$ cat src/hdl/assert_macros.svh
// assertion macros shared by the particle height engine modules
// no dependencies; included by every file that checks its own logic
`ifndef ASSERT_MACROS_SVH
`define ASSERT_MACROS_SVH
`ifndef SYNTHESIS
`define CPHE_ASSERT(label, clk, rst, prop) \
   label: assert property (@(posedge clk) disable iff (rst) prop) \
      else $error("assertion failed");
`define CPHE_NEVER(label, clk, rst, cond) \
   label: assert property (@(posedge clk) disable iff (rst) !(cond)) \
      else $error("forbidden condition seen");
`else
`define CPHE_ASSERT(label, clk, rst, prop)
`define CPHE_NEVER(label, clk, rst, cond)
`endif
`endif

$ cat src/hdl/cphe_pkg.sv
// shared constants, command codes, move tables and control types
// no dependencies; imported by every module of the particle height engine but cphe_ram
`timescale 1ns / 1ps

package cphe_pkg;

   localparam int PARTICLE_COUNT = 4096;
   localparam int IDX_W          = $clog2(PARTICLE_COUNT);
   localparam int INDEX_FIELD_W  = 12;
   localparam int HEIGHT_W       = 32;
   localparam int CMD_W          = 2;
   localparam int STEPS_W        = 4;
   localparam int CSR_ADDR_W     = 3;
   localparam int CSR_DATA_W     = 32;
   // memory word: movable flag, previous height, current height
   localparam int WORD_W         = 2 * HEIGHT_W + 1;
   localparam int COEF_W         = 17;
   localparam int TABLE_LENGTH   = 15;

   localparam logic [CMD_W-1:0] CMD_LOAD      = 2'd0;
   localparam logic [CMD_W-1:0] CMD_INTEGRATE = 2'd1;
   localparam logic [CMD_W-1:0] CMD_CONSTRAIN = 2'd2;
   localparam logic [CMD_W-1:0] CMD_READ      = 2'd3;

   localparam logic [COEF_W-1:0] DAMP_KEEP     = 17'd64881;
   localparam logic [COEF_W-1:0] HALF_BEYOND   = 17'd32768;
   localparam logic [COEF_W-1:0] SINGLE_BEYOND = 17'd65536;

   typedef struct packed {
      logic capture;
      logic mul_en;
      logic upd_a;
      logic upd_b;
      logic rsp_load;
   } ctl_type;

   typedef struct packed {
      logic [CMD_W-1:0] cmd;
      logic             rsp_free;
   } sts_type;

   // share of the difference moved when only one particle is free
   function automatic logic [COEF_W-1:0] single_move(input logic [STEPS_W-1:0] steps);
      logic [COEF_W-1:0] c;
      case (steps)
         4'd0:    c = 17'd0;
         4'd1:    c = 17'd19661;
         4'd2:    c = 17'd33423;
         4'd3:    c = 17'd43057;
         4'd4:    c = 17'd49801;
         4'd5:    c = 17'd54521;
         4'd6:    c = 17'd57826;
         4'd7:    c = 17'd60139;
         4'd8:    c = 17'd61758;
         4'd9:    c = 17'd62892;
         4'd10:   c = 17'd63685;
         4'd11:   c = 17'd64240;
         4'd12:   c = 17'd64629;
         4'd13:   c = 17'd64901;
         4'd14:   c = 17'd65092;
         default: c = SINGLE_BEYOND;
      endcase
      return c;
   endfunction

   // share moved by each particle when both are free
   function automatic logic [COEF_W-1:0] half_move(input logic [STEPS_W-1:0] steps);
      logic [COEF_W-1:0] c;
      case (steps)
         4'd0:    c = 17'd0;
         4'd1:    c = 17'd19661;
         4'd2:    c = 17'd27525;
         4'd3:    c = 17'd30671;
         4'd4:    c = 17'd31929;
         4'd5:    c = 17'd32434;
         4'd6:    c = 17'd32637;
         4'd7:    c = 17'd32716;
         4'd8:    c = 17'd32748;
         4'd9:    c = 17'd32761;
         4'd10:   c = 17'd32761;
         default: c = HALF_BEYOND;
      endcase
      return c;
   endfunction

   // clamp a 36-bit signed sum to the 32-bit signed range
   function automatic logic [HEIGHT_W-1:0] sat32(input logic signed [35:0] v);
      logic [HEIGHT_W-1:0] r;
      if (!v[35] && (|v[34:31])) begin
         r = 32'h7FFF_FFFF;
      end else if (v[35] && !(&v[34:31])) begin
         r = 32'h8000_0000;
      end else begin
         r = v[31:0];
      end
      return r;
   endfunction

endpackage

$ cat src/hdl/cphe_ctrl.sv
// command sequencer: fetch, multiply, write back one or two entries, respond
// depends on cphe_pkg and assert_macros.svh
`timescale 1ns / 1ps
`include "assert_macros.svh"

module cphe_ctrl (
   input  logic              clock,
   input  logic              reset,
   input  logic              req_valid,
   output logic              req_ready,
   input  cphe_pkg::sts_type sts,
   output cphe_pkg::ctl_type ctl
);

   import cphe_pkg::*;

   localparam logic [2:0] S_IDLE  = 3'd0;
   localparam logic [2:0] S_FETCH = 3'd1;
   localparam logic [2:0] S_MUL   = 3'd2;
   localparam logic [2:0] S_UPDA  = 3'd3;
   localparam logic [2:0] S_UPDB  = 3'd4;
   localparam logic [2:0] S_DONE  = 3'd5;

   logic [2:0] state_ff;
   logic [2:0] state_in;

   always_comb begin
      state_in = state_ff;
      ctl      = '0;
      unique case (state_ff)
         S_IDLE: begin
            ctl.capture = req_valid;
            if (req_valid) begin
               state_in = S_FETCH;
            end
         end
         S_FETCH: begin
            state_in = S_MUL;
         end
         S_MUL: begin
            ctl.mul_en = 1'b1;
            state_in   = S_UPDA;
         end
         S_UPDA: begin
            ctl.upd_a = 1'b1;
            state_in  = (sts.cmd == CMD_CONSTRAIN) ? S_UPDB : S_DONE;
         end
         S_UPDB: begin
            ctl.upd_b = 1'b1;
            state_in  = S_DONE;
         end
         S_DONE: begin
            ctl.rsp_load = sts.rsp_free;
            if (sts.rsp_free) begin
               state_in = S_IDLE;
            end
         end
         default: begin
            state_in = S_IDLE;
         end
      endcase
   end

   always_ff @(posedge clock) begin
      if (reset) begin
         state_ff <= S_IDLE;
      end else begin
         state_ff <= state_in;
      end
   end

   assign req_ready = (state_ff == S_IDLE);

   `CPHE_ASSERT(a_accept_starts_fetch, clock, reset, (state_ff == S_IDLE && req_valid) |=> (state_ff == S_FETCH))
   `CPHE_ASSERT(a_second_write_only_pair, clock, reset, (state_ff == S_UPDB) |-> (sts.cmd == CMD_CONSTRAIN))
   `CPHE_ASSERT(a_done_holds_when_busy, clock, reset, (state_ff == S_DONE && !sts.rsp_free) |=> (state_ff == S_DONE))

endmodule

$ cat config.mk
export PLATFORM = sky130hd
export DESIGN_NAME = cphe_ctrl
export DESIGN_NICKNAME = d
export VERILOG_FILES = /design/src/hdl/cphe_pkg.sv /design/src/hdl/cphe_ctrl.sv
export VERILOG_INCLUDE_DIRS = /design/src /design/src/hdl
export SDC_FILE = /design/constraint.sdc
export NUM_CORES = 1
export LEC_CHECK = 0
export BUFFER_PORTS_ARGS = -buffer_cell sky130_fd_sc_hd__buf_2
export CAP_MARGIN = 20
export CORE_AREA = 2 2 39 41
export DETAILED_ROUTE_END_ITERATION = 8
export DIE_AREA = 0 0 41 43
export GPL_ROUTABILITY_DRIVEN = 0
export GPL_TIMING_DRIVEN = 1
export PLACE_DENSITY = 0.35
export RECOVER_POWER = 100
export SYNTH_ARGS = -nofsm -noshare
export SYNTH_HDL_FRONTEND = slang
export SYNTH_SLANG_ARGS = --single-unit
$ cat constraint.sdc
create_clock -name clock -period 2.1 [get_ports clock]
set_input_delay 0.21 -clock clock [delete_from_list [all_inputs] [get_ports clock]]
set_output_delay 0.21 -clock clock [all_outputs]
set_load 0.05 [all_outputs]
After elaboration in Yosys (flattened, before gate mapping). Cells that the tools add are included.

Word-level logic and storage cells: 20. Flip-flop bits (word level): 3.

Equality and inequality tests: 8. Muxes and demuxes: 9. Reduce and logical (&&, ||, !) cells: 2.

Operators by type and width (number): one-hot mux 3 bit (6 select lines) (1); equality test 3 x 2 -> 1 bit, second input constant (2); equality test 3 bit, second input constant (2); two-way mux 1 bit (6); two-way mux 3 bit (2); != test 2 bit, second input constant (2); equality test 3 x 1 -> 1 bit, second input constant (1); zero test 3 bit (1); equality test 2 bit, second input constant (1); AND reduction 2 bit (1).

Longest topological paths before layout.
Depth after elaboration: 3. Gate-level depth with buffers: 4.

Worst setup path after synthesis. OpenSTA, ideal clock, no wires.

Path kind: flip-flop to output port. Start: register state_ff[0]. End: output ctl[4] in the netlist's numbering. Data arrival time: 2.076 ns. Required time: 1.890 ns. Path buffers: 1. Stages on the path, launching flop included: 4. Path slack: -0.186 ns. Cell sequence: dfxtp_1 > buf_2 > nor3_1 > and2_1.

RTL lines: from (decl) (RTL line cphe_ctrl.sv:24) `logic [2:0] state_ff;`; from (signal assigned) (RTL line cphe_ctrl.sv:68) `state_ff <= state_in;`; to (decl) (RTL line cphe_ctrl.sv:12) `output cphe_pkg::ctl_type ctl`.

==> results.json <==
{
  "critical-path-top-delay-family": "buffers and inverters",
  "p_switching_mw": 0.189,
  "synthFlopType": "dfxtp_1",
  "clk-insertion-delay-late_ns": 0.24,
  "fin_worst_skew_ns": 0.00709,
  "synth_nets": 29,
  "max_cap_viol_count": 0,
  "startpoint_type": "register",
  "vias": 211,
  "rsz0062_at_grt": "no",
  "yosys_warnings": 0,
  "drt-initial-drc-count": 6,
  "ctsResizeCount": 0,
  "cts_setup_buffers": 0,
  "ys_types": 14,
  "p_per_area_mw_per_mm2": 1440,
  "critPathKind": "reg -> out",
  "largest-register": "state_ff",
  "hold_path.startpoint": "reset",
  "routed_via_density": 3.98,
  "irDropWorstVdd_mv": 0.386,
  "cts_tree": "built",
  "slew_violations": 0,
  "routedWlPerCell_um": 8.66,
  "seqPwrFrac_pct": 25.8,
  "final.setup.worst_slack_ns": 0.435,
  "syn_area_um2": 170,
  "syn_inst": 23,
  "crit_chain": "inv_1 > nor3_1 > clkbuf_1",
  "postSynthAreaPerCell_um2": 7.40,
  "setup-tns-final_ns": 0,
  "cts.sinks": 3,
  "synth_top_area_share_pct": 35.3,
  "grt_pass1_vias": 201,
  "synth_area_leader_cell": "dfxtp_1",
  "synth_edf_count": 0,
  "finalPower_mw": 0.380,
  "switching_share_pct": 49.8,
  "layout.nets": 44,
  "fillers": 168,
  "power_frac_clock_pct": 27.3,
  "clockBufferDepth": 2,
  "largest_reg_flops": 3,
  "finalSetupViolCount": 0,
  "slew-limit-headroom_pct": 60.2,
  "yosysSeqAreaShare_pct": 35.3,
  "slowest_stage": "clkbuf_1",
  "drc_errors": 0,
  "synth-seq-cells": 3,
  "antenna_cells": 0,
  "yosysMostFrequentCell": "nor3_1",
  "drive_gt1_share_pct": 24.3,
  "ioPinCount": 12,
  "comb_power_share_pct": 46.9,
  "dp.cells": 49,
  "post-route-cell-area_um2": 264,
  "ctsRootBufferMaster": "clkbuf_4",
  "synthArstFlopShare_pct": 0,
  "cts_inserted_buffers": 3,
  "period_needed_ns": 1.66,
  "critPathBufInv": 2,
  "area_growth_pct": 55.1,
  "design.die.area_mm2": 0.00176,
  "routed_wl_um": 459,
  "ant_nets": 0,
  "startpoint": "state_ff[1]",
  "portBuffers": 11,
  "worst_pin_slew_ns": 0.600,
  "hold-worst-slack_ns": 0.168,
  "drtPass1Iterations": 2,
  "grt_pass1_wl_um": 793,
  "hold_viol": 0,
  "grt_use_total_pct": 7.22,
  "leakage_nw": 0.105,
  "end_kind": "output pin",
  "die_y_um": 43,
  "rr_startpoint": "state_ff[0]",
  "yosys-top-cells-count": "nor3_1, dfxtp_1, nor2_1, inv_1, nand2_1",
  "status": "finished clean",
  "grt-ovfl-total": 0,
  "pre_cts_slack_ns": 0.881,
  "crit_path_max_incr_delay_ns": 0.48,
  "initial_core_util_pct": 12.3,
  "core_area_mm2": 0.00138,
  "layoutNonFillerInstCount": 53,
  "rows": 14,
  "antenna_found_initial": 0,
  "yosys-top-cells-area": "dfxtp_1, nor3_1, nor2_1, and3b_1, xnor2_1",
  "place_area_um2": 245,
  "intPower_mw": 0.191,
  "cp.required_ns": 1.89,
  "largest_registers": "state_ff: 3 flops",
  "die-width_um": 41,
  "ctsHoldBuffers": 0,
  "place_hpwl_um": 339,
  "critPathArrivalTime_ns": 1.45,
  "hold_class": "in -> reg",
  "fin_util_pct": 19.1,
  "clk_pin_slew_worst_paths_ns": 0.04,
  "finalCritPeriodShare_pct": 79.3,
  "htree_num_levels": 1,
  "cp_max_fo": 6,
  "grt_max_degree": 9,
  "fmax_ghz": 0.601
}
## power by group through the flow
stage | clock network [mW] | registers, mW | logic [mW]
final | 0.104 | 0.0980 | 0.179
after global routing | 0.118 | 0.102 | 0.194
after CTS | 0.108 | 0.0989 | 0.186
after detailed placement | 0 | 0.100 | 0.185
after global placement | 0 | 0.0994 | 0.185
after floorplan | 0 | 0.0831 | 0.165
## worst paths after layout
check | cells after the start | endpoint | slack (ns)
hold reg to reg | 2 | state_ff[1] | 0.62
hold / removal | 2 | state_ff[2] | 0.17
setup reg to reg | 3 | state_ff[0] | 1.08
setup / recovery | 3 | ctl[3] | 0.44
## area by class of cell
type / instances / area (µm²) / share of cell area (%)
well taps: 16 / 20.0 / 7.58
clock buffers: 4 / 26.3 / 9.95
multi-input cells: 17 / 103 / 38.9
inverters: 2 / 7.51 / 2.84
flip-flops and latches: 3 / 60.1 / 22.7
repair buffers: 11 / 47.5 / 18.0
## cells in the final DEF (no fill, tap or decap)
cell type,n
clkbuf_1,7
buf_2,5
nor3_1,3
nor2_1,3
clkbuf_4,3
dfxtp_1,3
inv_1,2
nand2_1,2
and3b_1,1
nor3_2,1
and2_1,1
a211oi_1,1
nand3b_1,1
nor2b_1,1
a22oi_1,1
a31oi_1,1
xnor2_1,1
## logic make-up after synthesis
| family | after synthesis | share of synthesized area, % |
|---|---|---|
| flip-flops | 3 | 35.3 |
| AO/OA/AOI/OAI | 3 | 12.5 |
| AND/OR/NAND/NOR | 13 | 39.7 |
| buffers and inverters | 3 | 7.35 |
| XOR/XNOR | 1 | 5.15 |
## routing by layer
layer	vias up	wire (µm)	GRT usage, %
met1	89	222	8.97
met5	-	0	0
met4	0	0	4.00
met3	0	70	6.81
met2	15	166	7.81
li1	107	-	-
Power figures use the tool's default switching activity.
