--- src/hdl/assert_macros.svh ---
// assertion macros shared by the particle height engine modules
// no dependencies; included by every file that checks its own logic
`ifndef ASSERT_MACROS_SVH
`define ASSERT_MACROS_SVH
`ifndef SYNTHESIS
`define CPHE_ASSERT(label, clk, rst, prop) \
   label: assert property (@(posedge clk) disable iff (rst) prop) \
      else $error("assertion failed");
`define CPHE_NEVER(label, clk, rst, cond) \
   label: assert property (@(posedge clk) disable iff (rst) !(cond)) \
      else $error("forbidden condition seen");
`else
`define CPHE_ASSERT(label, clk, rst, prop)
`define CPHE_NEVER(label, clk, rst, cond)
`endif
`endif

--- src/hdl/cphe_pkg.sv ---
// shared constants, command codes, move tables and control types
// no dependencies; imported by every module of the particle height engine but cphe_ram
`timescale 1ns / 1ps

package cphe_pkg;

   localparam int PARTICLE_COUNT = 4096;
   localparam int IDX_W          = $clog2(PARTICLE_COUNT);
   localparam int INDEX_FIELD_W  = 12;
   localparam int HEIGHT_W       = 32;
   localparam int CMD_W          = 2;
   localparam int STEPS_W        = 4;
   localparam int CSR_ADDR_W     = 3;
   localparam int CSR_DATA_W     = 32;
   // memory word: movable flag, previous height, current height
   localparam int WORD_W         = 2 * HEIGHT_W + 1;
   localparam int COEF_W         = 17;
   localparam int TABLE_LENGTH   = 15;

   localparam logic [CMD_W-1:0] CMD_LOAD      = 2'd0;
   localparam logic [CMD_W-1:0] CMD_INTEGRATE = 2'd1;
   localparam logic [CMD_W-1:0] CMD_CONSTRAIN = 2'd2;
   localparam logic [CMD_W-1:0] CMD_READ      = 2'd3;

   localparam logic [COEF_W-1:0] DAMP_KEEP     = 17'd64881;
   localparam logic [COEF_W-1:0] HALF_BEYOND   = 17'd32768;
   localparam logic [COEF_W-1:0] SINGLE_BEYOND = 17'd65536;

   typedef struct packed {
      logic capture;
      logic mul_en;
      logic upd_a;
      logic upd_b;
      logic rsp_load;
   } ctl_type;

   typedef struct packed {
      logic [CMD_W-1:0] cmd;
      logic             rsp_free;
   } sts_type;

   // share of the difference moved when only one particle is free
   function automatic logic [COEF_W-1:0] single_move(input logic [STEPS_W-1:0] steps);
      logic [COEF_W-1:0] c;
      case (steps)
         4'd0:    c = 17'd0;
         4'd1:    c = 17'd19661;
         4'd2:    c = 17'd33423;
         4'd3:    c = 17'd43057;
         4'd4:    c = 17'd49801;
         4'd5:    c = 17'd54521;
         4'd6:    c = 17'd57826;
         4'd7:    c = 17'd60139;
         4'd8:    c = 17'd61758;
         4'd9:    c = 17'd62892;
         4'd10:   c = 17'd63685;
         4'd11:   c = 17'd64240;
         4'd12:   c = 17'd64629;
         4'd13:   c = 17'd64901;
         4'd14:   c = 17'd65092;
         default: c = SINGLE_BEYOND;
      endcase
      return c;
   endfunction

   // share moved by each particle when both are free
   function automatic logic [COEF_W-1:0] half_move(input logic [STEPS_W-1:0] steps);
      logic [COEF_W-1:0] c;
      case (steps)
         4'd0:    c = 17'd0;
         4'd1:    c = 17'd19661;
         4'd2:    c = 17'd27525;
         4'd3:    c = 17'd30671;
         4'd4:    c = 17'd31929;
         4'd5:    c = 17'd32434;
         4'd6:    c = 17'd32637;
         4'd7:    c = 17'd32716;
         4'd8:    c = 17'd32748;
         4'd9:    c = 17'd32761;
         4'd10:   c = 17'd32761;
         default: c = HALF_BEYOND;
      endcase
      return c;
   endfunction

   // clamp a 36-bit signed sum to the 32-bit signed range
   function automatic logic [HEIGHT_W-1:0] sat32(input logic signed [35:0] v);
      logic [HEIGHT_W-1:0] r;
      if (!v[35] && (|v[34:31])) begin
         r = 32'h7FFF_FFFF;
      end else if (v[35] && !(&v[34:31])) begin
         r = 32'h8000_0000;
      end else begin
         r = v[31:0];
      end
      return r;
   endfunction

endpackage

--- src/hdl/cphe_datapath.sv ---
// particle update datapath: command latch, rounded multiply, saturating
// updates, memory write words and the result register; depends on cphe_pkg
`timescale 1ns / 1ps

module cphe_datapath (
   input  logic                           clock,
   input  logic                           reset,
   input  cphe_pkg::ctl_type              ctl,
   output cphe_pkg::sts_type              sts,
   input  logic [cphe_pkg::CMD_W-1:0]     req_command,
   input  logic [cphe_pkg::INDEX_FIELD_W-1:0] req_first_index,
   input  logic [cphe_pkg::INDEX_FIELD_W-1:0] req_partner_index,
   input  logic signed [cphe_pkg::HEIGHT_W-1:0] req_load_height,
   input  logic                           req_load_movable,
   input  logic [cphe_pkg::STEPS_W-1:0]   rigidness_steps,
   input  logic signed [cphe_pkg::HEIGHT_W-1:0] fall_step,
   output logic                           ram_wr_en,
   output logic [cphe_pkg::IDX_W-1:0]     ram_wr_addr,
   output logic [cphe_pkg::WORD_W-1:0]    ram_wr_data,
   output logic [cphe_pkg::IDX_W-1:0]     ram_rd_addr_a,
   output logic [cphe_pkg::IDX_W-1:0]     ram_rd_addr_b,
   input  logic [cphe_pkg::WORD_W-1:0]    ram_rd_data_a,
   input  logic [cphe_pkg::WORD_W-1:0]    ram_rd_data_b,
   output logic                           rsp_valid,
   input  logic                           rsp_ready,
   output logic signed [cphe_pkg::HEIGHT_W-1:0] rsp_first_height,
   output logic signed [cphe_pkg::HEIGHT_W-1:0] rsp_partner_height,
   output logic                           rsp_first_movable
);

   import cphe_pkg::*;

   localparam int PROD_W = HEIGHT_W + COEF_W;
   localparam logic [PROD_W-1:0] ROUND_HALF = PROD_W'(32768);

   // latched command
   logic [CMD_W-1:0]    cmd_ff;
   logic [IDX_W-1:0]    a_idx_ff;
   logic [IDX_W-1:0]    b_idx_ff;
   logic [HEIGHT_W-1:0] ld_h_ff;
   logic                ld_m_ff;

   // multiply stage
   logic [HEIGHT_W-1:0] ha_in, preva_in, hb_in, prevb_in;
   logic                ma_in, mb_in;
   logic [HEIGHT_W-1:0] ha_ff, preva_ff, hb_ff, prevb_ff;
   logic                ma_ff, mb_ff;
   logic signed [HEIGHT_W:0] x_in;
   logic [HEIGHT_W:0]   mag_full;
   logic [COEF_W-1:0]   coef_in;
   logic [PROD_W-1:0]   prod_in, prod_ff;
   logic                neg_in, neg_ff;

   // update stage
   logic [PROD_W-1:0]   rnd;
   logic [HEIGHT_W:0]   rmag;
   logic signed [35:0]  corr, ha36, hb36, fall36;
   logic [HEIGHT_W-1:0] new_a_in, new_prev_a_in, new_b_in;
   logic                new_m_in;
   logic [HEIGHT_W-1:0] new_a_ff, new_b_ff;
   logic                new_m_ff;

   // result register
   logic                rsp_valid_in, rsp_valid_ff;
   logic [HEIGHT_W-1:0] rsp_first_ff, rsp_partner_ff, rsp_partner_in;
   logic                rsp_mov_ff;

   always_ff @(posedge clock) begin
      if (ctl.capture) begin
         cmd_ff   <= req_command;
         a_idx_ff <= req_first_index[IDX_W-1:0];
         b_idx_ff <= req_partner_index[IDX_W-1:0];
         ld_h_ff  <= req_load_height;
         ld_m_ff  <= req_load_movable;
      end
   end

   assign ram_rd_addr_a = a_idx_ff;
   assign ram_rd_addr_b = b_idx_ff;

   // unpack both entries, form the signed delta and its magnitude
   always_comb begin
      ha_in    = ram_rd_data_a[HEIGHT_W-1:0];
      preva_in = ram_rd_data_a[2*HEIGHT_W-1:HEIGHT_W];
      ma_in    = ram_rd_data_a[WORD_W-1];
      hb_in    = ram_rd_data_b[HEIGHT_W-1:0];
      prevb_in = ram_rd_data_b[2*HEIGHT_W-1:HEIGHT_W];
      mb_in    = ram_rd_data_b[WORD_W-1];
      if (cmd_ff == CMD_INTEGRATE) begin
         x_in    = $signed({ha_in[HEIGHT_W-1], ha_in}) - $signed({preva_in[HEIGHT_W-1], preva_in});
         coef_in = DAMP_KEEP;
      end else begin
         x_in    = $signed({hb_in[HEIGHT_W-1], hb_in}) - $signed({ha_in[HEIGHT_W-1], ha_in});
         coef_in = (ma_in && mb_in) ? half_move(rigidness_steps)
                                    : single_move(rigidness_steps);
      end
      neg_in   = x_in[HEIGHT_W];
      mag_full = neg_in ? (~x_in + 1'b1) : x_in;
      // magnitude of a difference of two 32-bit values stays below 2^32
      prod_in  = {{COEF_W{1'b0}}, mag_full[HEIGHT_W-1:0]} * {{HEIGHT_W{1'b0}}, coef_in};
   end

   always_ff @(posedge clock) begin
      if (ctl.mul_en) begin
         ha_ff    <= ha_in;
         preva_ff <= preva_in;
         ma_ff    <= ma_in;
         hb_ff    <= hb_in;
         prevb_ff <= prevb_in;
         mb_ff    <= mb_in;
         prod_ff  <= prod_in;
         neg_ff   <= neg_in;
      end
   end

   // round half away from zero, then apply the correction
   always_comb begin
      rnd    = prod_ff + ROUND_HALF;
      rmag   = rnd[PROD_W-1:16];
      corr   = neg_ff ? (36'sd0 - $signed({3'b000, rmag})) : $signed({3'b000, rmag});
      ha36   = {{4{ha_ff[HEIGHT_W-1]}}, ha_ff};
      hb36   = {{4{hb_ff[HEIGHT_W-1]}}, hb_ff};
      fall36 = {{4{fall_step[HEIGHT_W-1]}}, fall_step};
      new_a_in      = ha_ff;
      new_prev_a_in = preva_ff;
      new_m_in      = ma_ff;
      new_b_in      = hb_ff;
      unique case (cmd_ff)
         CMD_LOAD: begin
            new_a_in      = ld_h_ff;
            new_prev_a_in = ld_h_ff;
            new_m_in      = ld_m_ff;
         end
         CMD_INTEGRATE: begin
            if (ma_ff) begin
               new_a_in      = sat32(ha36 + corr + fall36);
               new_prev_a_in = ha_ff;
            end
         end
         CMD_CONSTRAIN: begin
            if (ma_ff) begin
               new_a_in = sat32(ha36 + corr);
            end
            if (mb_ff) begin
               new_b_in = sat32(hb36 - corr);
            end
         end
         CMD_READ: begin
            new_a_in = ha_ff;
         end
      endcase
   end

   always_ff @(posedge clock) begin
      if (ctl.upd_a) begin
         new_a_ff <= new_a_in;
         new_b_ff <= new_b_in;
         new_m_ff <= new_m_in;
      end
   end

   // first entry written in the S_UPDA state, partner in S_UPDB (constrain only)
   always_comb begin
      ram_wr_en   = ctl.upd_a || ctl.upd_b;
      ram_wr_addr = ctl.upd_b ? b_idx_ff : a_idx_ff;
      ram_wr_data = ctl.upd_b ? {mb_ff, prevb_ff, new_b_ff}
                              : {new_m_in, new_prev_a_in, new_a_in};
   end

   assign rsp_partner_in = (cmd_ff == CMD_CONSTRAIN) ? new_b_ff : '0;
   assign sts.cmd        = cmd_ff;
   assign sts.rsp_free   = !rsp_valid_ff || rsp_ready;

   always_comb begin
      rsp_valid_in = rsp_valid_ff;
      if (ctl.rsp_load) begin
         rsp_valid_in = 1'b1;
      end else if (rsp_ready) begin
         rsp_valid_in = 1'b0;
      end
   end

   always_ff @(posedge clock) begin
      if (reset) begin
         rsp_valid_ff <= 1'b0;
      end else begin
         rsp_valid_ff <= rsp_valid_in;
      end
   end

   always_ff @(posedge clock) begin
      if (ctl.rsp_load) begin
         rsp_first_ff   <= new_a_ff;
         rsp_partner_ff <= rsp_partner_in;
         rsp_mov_ff     <= new_m_ff;
      end
   end

   assign rsp_valid          = rsp_valid_ff;
   assign rsp_first_height   = rsp_first_ff;
   assign rsp_partner_height = rsp_partner_ff;
   assign rsp_first_movable  = rsp_mov_ff;

endmodule

--- config.mk ---
export PLATFORM = sky130hd
export DESIGN_NAME = cphe_datapath
export DESIGN_NICKNAME = d
export VERILOG_FILES = /design/src/hdl/assert_macros.svh /design/src/hdl/cphe_pkg.sv /design/src/hdl/cphe_datapath.sv
export SDC_FILE = /design/constraint.sdc
export NUM_CORES = 2
export LEC_CHECK = 0
export ABC_AREA = 1
export BUFFER_PORTS_ARGS = -buffer_cell sky130_fd_sc_hd__buf_2
export CAP_MARGIN = 20
export CORE_ASPECT_RATIO = 2
export CORE_MARGIN = 8
export CORE_UTILIZATION = 25
export CTS_BUF_LIST = sky130_fd_sc_hd__clkbuf_16
export DETAILED_ROUTE_END_ITERATION = 6
export GPL_ROUTABILITY_DRIVEN = 0
export PLACE_DENSITY = 0.43
export SLEW_MARGIN = 10
export SYNTH_ARGS = -nofsm -noshare
export SYNTH_HDL_FRONTEND = slang
export SYNTH_SLANG_ARGS = --single-unit
--- constraint.sdc ---
create_clock -name clock -period 12.7 [get_ports clock]
set_input_delay 2.54 -clock clock [delete_from_list [all_inputs] [get_ports clock]]
set_output_delay 2.54 -clock clock [all_outputs]
set_load 0.01 [all_outputs]
* After elaboration in Yosys (flattened, before gate mapping) *
Memory sizes are Yosys's and may differ from the RTL's.
Index checks and enable logic that the tools add are counted.

storage, ports and cells
  output and inout port bits = 171
  ROM bits = 528
  flip-flop bits (word level) = 370
  memories = 2
  logic and storage cells = 82

operators by class
  bitwise gates (word level) = 1
  reduce and logical (&&, ||, !) cells = 24
  add/subtract/negate cells = 8
  equality and inequality tests = 3
  multiplexer cells = 23
  multipliers = 1

memories
  memory            words  width  read ports  clocked after Yosys merged registers in  write ports  RTL line        source
  (name not given)  16     17     1           0                                        0            cphe_pkg.sv:45  case (steps)
  (name not given)  16     16     1           0                                        0            cphe_pkg.sv:69  case (steps)

operator list
  kind                    count
  $mux 32                 12
  $pmux 32 s4             1
  $sub 32x32->33          2
  $mux 65                 1
  $pmux 32 s2             1
  $add 49x16->49 const B  1
  $mul 32x17->49          1
  $add 32x36->36          1
  $add 36x32->36          1
  $mux 36                 1
  $sub 32x36->36          1
  $mux 17                 2
  $sub 1x33->34 const A   1
  $mux 33                 1
  $add 32x1->32 const B   1
  $not 32->32             1
  $mux 12                 1
  $reduce_and 4->1        3
  $reduce_or 4->1         3
  $logic_and 1x1->1       7
  $logic_not 1->1         7
  $eq 2x2->1 const B      2
  $mux 1                  3
  $eq 2x1->1 const B      1
  other kinds (3)         4

* Depth between registers and ports, before layout *
  depth after elaboration = 13
  gate-level depth with buffers = 51

* Worst setup path after synthesis *
No wires, ideal clock.

  path type = in2reg
  from = input ram_rd_data_a[0] (netlist bit)
  to = register prod_ff[47], data pin
  path slack = 2,701 ps
  setup time = 258 ps
  stages = 42
  data required time = 12,442 ps
  data arrival time = 9,742 ps
  cells stage by stage = inv_1 -> ha_1 -> inv_1 -> o21a_1 -> buf_2 -> inv_1 -> clkbuf_1 -> ha_1 -> and2_1 -> nand2_1 -> nor2_2 -> nand3_1 -> nor2_4 -> nand4_2 -> nor2_2 -> nand3_1 -> nand2_2 -> nand3_2 -> (+6 left out) -> inv_1 -> fa_1 -> fa_1 -> inv_1 -> fa_1 -> inv_1 -> ha_1 -> a21oi_1 -> inv_1 -> a21oi_1 -> inv_1 -> a221oi_1 -> o21ai_0 -> nand2_1 -> nand2_1 -> nand3_1 -> nand2_1 -> xor2_1

on the way
  word-level cells in the longest chain between the ends = 6
  elaborated cells on any way between the ends = 7

RTL lines
  what                                      RTL line                                  source
  start: declaration                        cphe_datapath.sv:22                       input logic [cphe_pkg::WORD_W-1:0] ram_rd_data_a,
  $sub 32x32->33, on equally long branches  cphe_datapath.sv:93, cphe_datapath.sv:90
  $mux 33 (*)                               cphe_datapath.sv:89                       if (cmd_ff == CMD_INTEGRATE) begin
  $not 32->32                               cphe_datapath.sv:98                       mag_full = neg_in ? (~x_in + 1'b1) : x_in;
  $add 32x1->32                             cphe_datapath.sv:98
  $mux 32 (*)                               cphe_datapath.sv:98
  $mul 32x17->49 (*)                        cphe_datapath.sv:100                      prod_in = {{COEF_W{1'b0}}, mag_full[HEIGHT_W-1:0]} * {{HEIGHT_W{1'b0}}, coef_in};
  named net prod_in[47]                     cphe_datapath.sv:51                       logic [PROD_W-1:0] prod_in, prod_ff;
  end signal: assignment                    cphe_datapath.sv:111                      prod_ff <= prod_in;
  end: declaration                          cphe_datapath.sv:51

Mark *: on every way through the listed nets, which the timed path passes. The rest lies on a longest branch.
A chain may end at the register's enable or synchronous reset.

* Worst setup path in the final report *
  from = register prod_ff[15]
  to = output ram_wr_data[9] (netlist bit)

on the way
  word-level cells in the longest chain between the ends = 13
  elaborated cells on any way between the ends = 25

RTL lines
  what                   RTL line                                    source
  $add 49x16->49 (*)     cphe_datapath.sv:118                        rnd = prod_ff + ROUND_HALF;
  $sub 1x33->34          cphe_datapath.sv:120                        corr = neg_ff ? (36'sd0 - $signed({3'b000, rmag})) : $signed({3'b000, rmag});
  $mux 36 (*)            cphe_datapath.sv:120
  $add 32x36->36 (*)     cphe_datapath.sv:136, cphe_datapath.sv:142
  $add 36x32->36         cphe_datapath.sv:136                        new_a_in = sat32(ha36 + corr + fall36);
  $reduce_and 4->1       cphe_pkg.sv:91                              end else if (v[35] && !(&v[34:31])) begin
  $logic_not 1->1        cphe_pkg.sv:91
  $logic_and 1x1->1      cphe_pkg.sv:91
  $mux 32                cphe_pkg.sv:91
  $mux 32                cphe_pkg.sv:89                              if (!v[35] && (|v[34:31])) begin
  $mux 32                cphe_datapath.sv:135                        if (ma_ff) begin
  $pmux 32 s4 (*)        cphe_datapath.sv:128                        unique case (cmd_ff)
  named net new_a_in[9]  cphe_datapath.sv:58                         logic [HEIGHT_W-1:0] new_a_in, new_prev_a_in, new_b_in;
  $mux 65 (*)            cphe_datapath.sv:166                        ram_wr_data = ctl.upd_b ? {mb_ff, prevb_ff, new_b_ff}
  end: declaration       cphe_datapath.sv:19                         output logic [cphe_pkg::WORD_W-1:0] ram_wr_data,

Marks and branches as above.

==> results by group <==
Route
  – Drt initial violations: about 3.3k
  – Post-Route WL: 249,000 µm
  – Post-route ant nets: 0
  – Vias/cell: 4.85
  – DR DRC count: 0
  – Vias: 45.1k
  – Routed length per instance: about 27 µm
  – Drt first pass iters: 6

Synth
  – Syn. warnings: 0
  – Sequential fraction of the synthesis area: 0.228
  – Average size of a mapped cell: 7.32 µm²
  – Syn Inst Count: 6,391
  – Ys async rst share: 0
  – Syn nets: 7,371
  – Yosys reg bits: ~360
  – Synth Cell Area: 46,800 µm²
  – Distinct cells, synth: 64
  – Post-synth top flop: edfxtp_1
  – Post-synth EDFFs: 354

Setup path
  – Kind of critical path: reg -> out
  – Setup crit end kind: output pin
  – Worst stage delay on the critical path: 420 ps
  – Worst setup path end: ram_wr_data[9]
  – CP max stage cell: ha_1
  – Crit Reg-Reg Endpoint: prod_ff[41]$_DFFE_PP_
  – CP top delay family: simple AND/OR/NAND/NOR gates
  – CP arrival: 9600 ps
  – Startpoint Class: flop
  – Critical Path RT: 10,160 ps
  – WP buf/inv: 5
  – Setup crit start: prod_ff[15]$_DFFE_PP_
  – Crit-path max FO: 26
  – R2R Setup Slk: 2400 ps
  – Critical path depth in cells: 48
  – R2R depth: 38
  – R2r startpoint: cmd_ff[1]$_DFFE_PP_
  – Most Frequent Cell on Critical Path: nand2_1

Floorplanning
  – Die area: approximately 200,000 µm²
  – Placement Rows: 224
  – Die width: roughly 320 µm
  – Num ports: 404
  – Die H: 628 µm
  – Core Region: 186,000 µm²
  – Initial core utilization: 0.251

STA
  – Final hold violations: 0
  – Final period utilization: 0.956
  – WHS: 415 ps
  – Tightest Pin Transition: ~1200 ps
  – Min Tclk post-route: 12,140 ps
  – Slew Viols, Final: 0
  – Max_slew headroom: 0.187
  – Layout Skew: 60.7 ps
  – RSZ-0062 raised after global routing: false
  – Final worst slack: 560 ps
  – Final setup violation count: 0
  – Max frequency: roughly 82 MHz

Global route
  – Vias in the first global route: 47.8k
  – First-pass GRT wire length: 343,000 µm
  – Global route overflow: 0
  – Largest net degree at the start of global routing: 66
  – Total GRT Usage: 0.240
  – Number of antenna violations at the first check in global routing: 18

Placement
  – Dpl hpwl: 209,000 µm
  – PortBufs: 403
  – Place WS: -257 ps
  – Number of cells after detailed placement: between 9k and 10k

Cells and area
  – Share of cells above drive strength 1: 0.103
  – Final nets: 7,738
  – Final Util: 0.286
  – Multi-input gate area: 30,900 µm²
  – Register area: 10,700 µm²
  – P&R area growth vs syn: 13.7%
  – Fill count: 20.9k
  – Non-Filler Instances: 9,290

Clock network
  – Worst skew pair latency: approximately 680 ps
  – Max H-tree Level: 2
  – Clock sink total: 355
  – Worst-path clk slew: 70 ps
  – Num CTS Buffers: 35
  – CTS tree: yes
  – Root Driver: clkbuf_16
  – Clk buf depth: 3

Flow run
  – Max_cap viols: 0

Hold path
  – Hold WC Path Type: reg -> reg

Outcome
  – Outcome: complete, no violations
## cell usage in the layout, fill, tap and decap left out, drive strengths merged, types with 23 or more instances in the layout
cell type,count
nand2,1766
inv,1227
nor2,696
buf,487
fa,452
nand3,369
edfxtp,354
a21oi,303
ha,295
o21ai,239
xor2,127
xnor2,59
nand4,57
nor3,48
a31oi,40
a21boi,39
clkbuf,36
or2,36
o21bai,23
clkinv,23
## kinds of logic (layout without fill, tap and decap cells)
logic type      count (synthesis)  count (layout)  synth area share
fa+ha+maj                     747             747             0.272
xor+xnor                      186             186            0.0362
other cells                     0              19                 0
buf+inv                      1383            1777             0.113
flops                         355             355             0.228
compound gates                706             706            0.0843
simple gates                 3014            3014             0.267
## how the worst min path moves through the flow
| stage | from | to | slack, ps | cells past startpoint |
|---|---|---|---|---|
| floorplan | new_a_ff[0]$_DFFE_PP_ | rsp_first_height[0]$_DFFE_PP_ | 400 | 0 |
| finish | new_a_ff[6]$_DFFE_PP_ | rsp_first_height[6]$_DFFE_PP_ | 420 | 0 |
| CTS | new_a_ff[6]$_DFFE_PP_ | rsp_first_height[6]$_DFFE_PP_ | 420 | 0 |
| global placement | new_a_ff[7]$_DFFE_PP_ | rsp_first_height[7]$_DFFE_PP_ | 400 | 0 |
| global route | new_a_ff[6]$_DFFE_PP_ | rsp_first_height[6]$_DFFE_PP_ | 420 | 0 |
| detailed placement | new_a_ff[6]$_DFFE_PP_ | rsp_first_height[6]$_DFFE_PP_ | 410 | 0 |
## metrics by stage
stage / instance area [µm²] / TNS [ps]
global route: 53200 / 0
global placement: 51900 / -326
CTS: 53100 / 0
detailed placement: 51900 / -779
floorplan: 46800 / 0
finish: 53200 / 0
## registers in the layout, indices dropped and copies added, names as in the netlist
signal	count
ram_rd_addr_a	12
rsp_first_movable	1
neg_ff	1
hb_ff	32
ma_ff	1
rsp_partner_height	32
mb_ff	1
prevb_ff	32
ld_m_ff	1
rsp_first_height	32
new_a_ff	32
prod_ff	34
preva_ff	32
ld_h_ff	32
ram_rd_addr_b	12
cmd_ff	2
new_m_ff	1
new_b_ff	32
ha_ff	32
rsp_valid	1
## cells in the mapped netlist (13+ instances only)
| cell type | instances | area [µm²] |
|---|---|---|
| fa_1 | 452 | 9050 |
| ha_1 | 295 | 3690 |
| o21a_1 | 13 | 97.6 |
| nor2_1 | 674 | 2530 |
| nand2_1 | 1739 | 6530 |
| nand4_1 | 55 | 344 |
| o21ai_0 | 223 | 1120 |
| nor2_2 | 17 | 106 |
| edfxtp_1 | 354 | 10600 |
| o21bai_1 | 23 | 173 |
| a21oi_1 | 299 | 1500 |
| inv_2 | 15 | 56.3 |
| a31oi_1 | 40 | 250 |
| nand2_2 | 25 | 156 |
| nor4_1 | 19 | 119 |
| inv_1 | 1203 | 4520 |
| xnor2_1 | 58 | 508 |
| or2_2 | 35 | 219 |
| a21boi_0 | 27 | 203 |
| xor2_1 | 124 | 1090 |
| clkbuf_1 | 93 | 349 |
| nand3_1 | 359 | 1800 |
| buf_2 | 47 | 235 |
| o211ai_1 | 14 | 105 |
| nor3_1 | 41 | 205 |
## layout make-up
type                            instances  share of cell area
Clock buffer                           36              0.0169
Timing Repair Buffer                  487              0.0508
Multi-Input combinational cell       4653               0.581
Clock inverter                         28             0.00475
Sequential cell                       355               0.200
Antenna cell                           19            0.000894
Inverter                             1226              0.0868
Tap cell                             2486              0.0585
## repair_timing
| item | in CTS | in global routing |
|---|---|---|
| hold buffers | 0 | 0 |
| hold endpoints to repair | 0 | 0 |
| buffers inserted | 0 | 1 |
| endpoints found under the setup margin | 0 | 18 |
| gates resized for setup | 0 | 9 |
## per-layer routing
| layer | track usage | up-vias | part of all wire |
|---|---|---|---|
| met1 | 0.203 | 21800 | 0.30 |
| li1 | - | 20700 | - |
| met5 | 0 | - | 0.00013 |
| met3 | 0.0325 | 814 | 0.045 |
| met2 | 0.451 | 1763 | 0.52 |
| met4 | 0.268 | 4 | 0.14 |
Power is not shown: default switching activity piles up to over one toggle a cycle in this logic, so the estimate is an artifact.
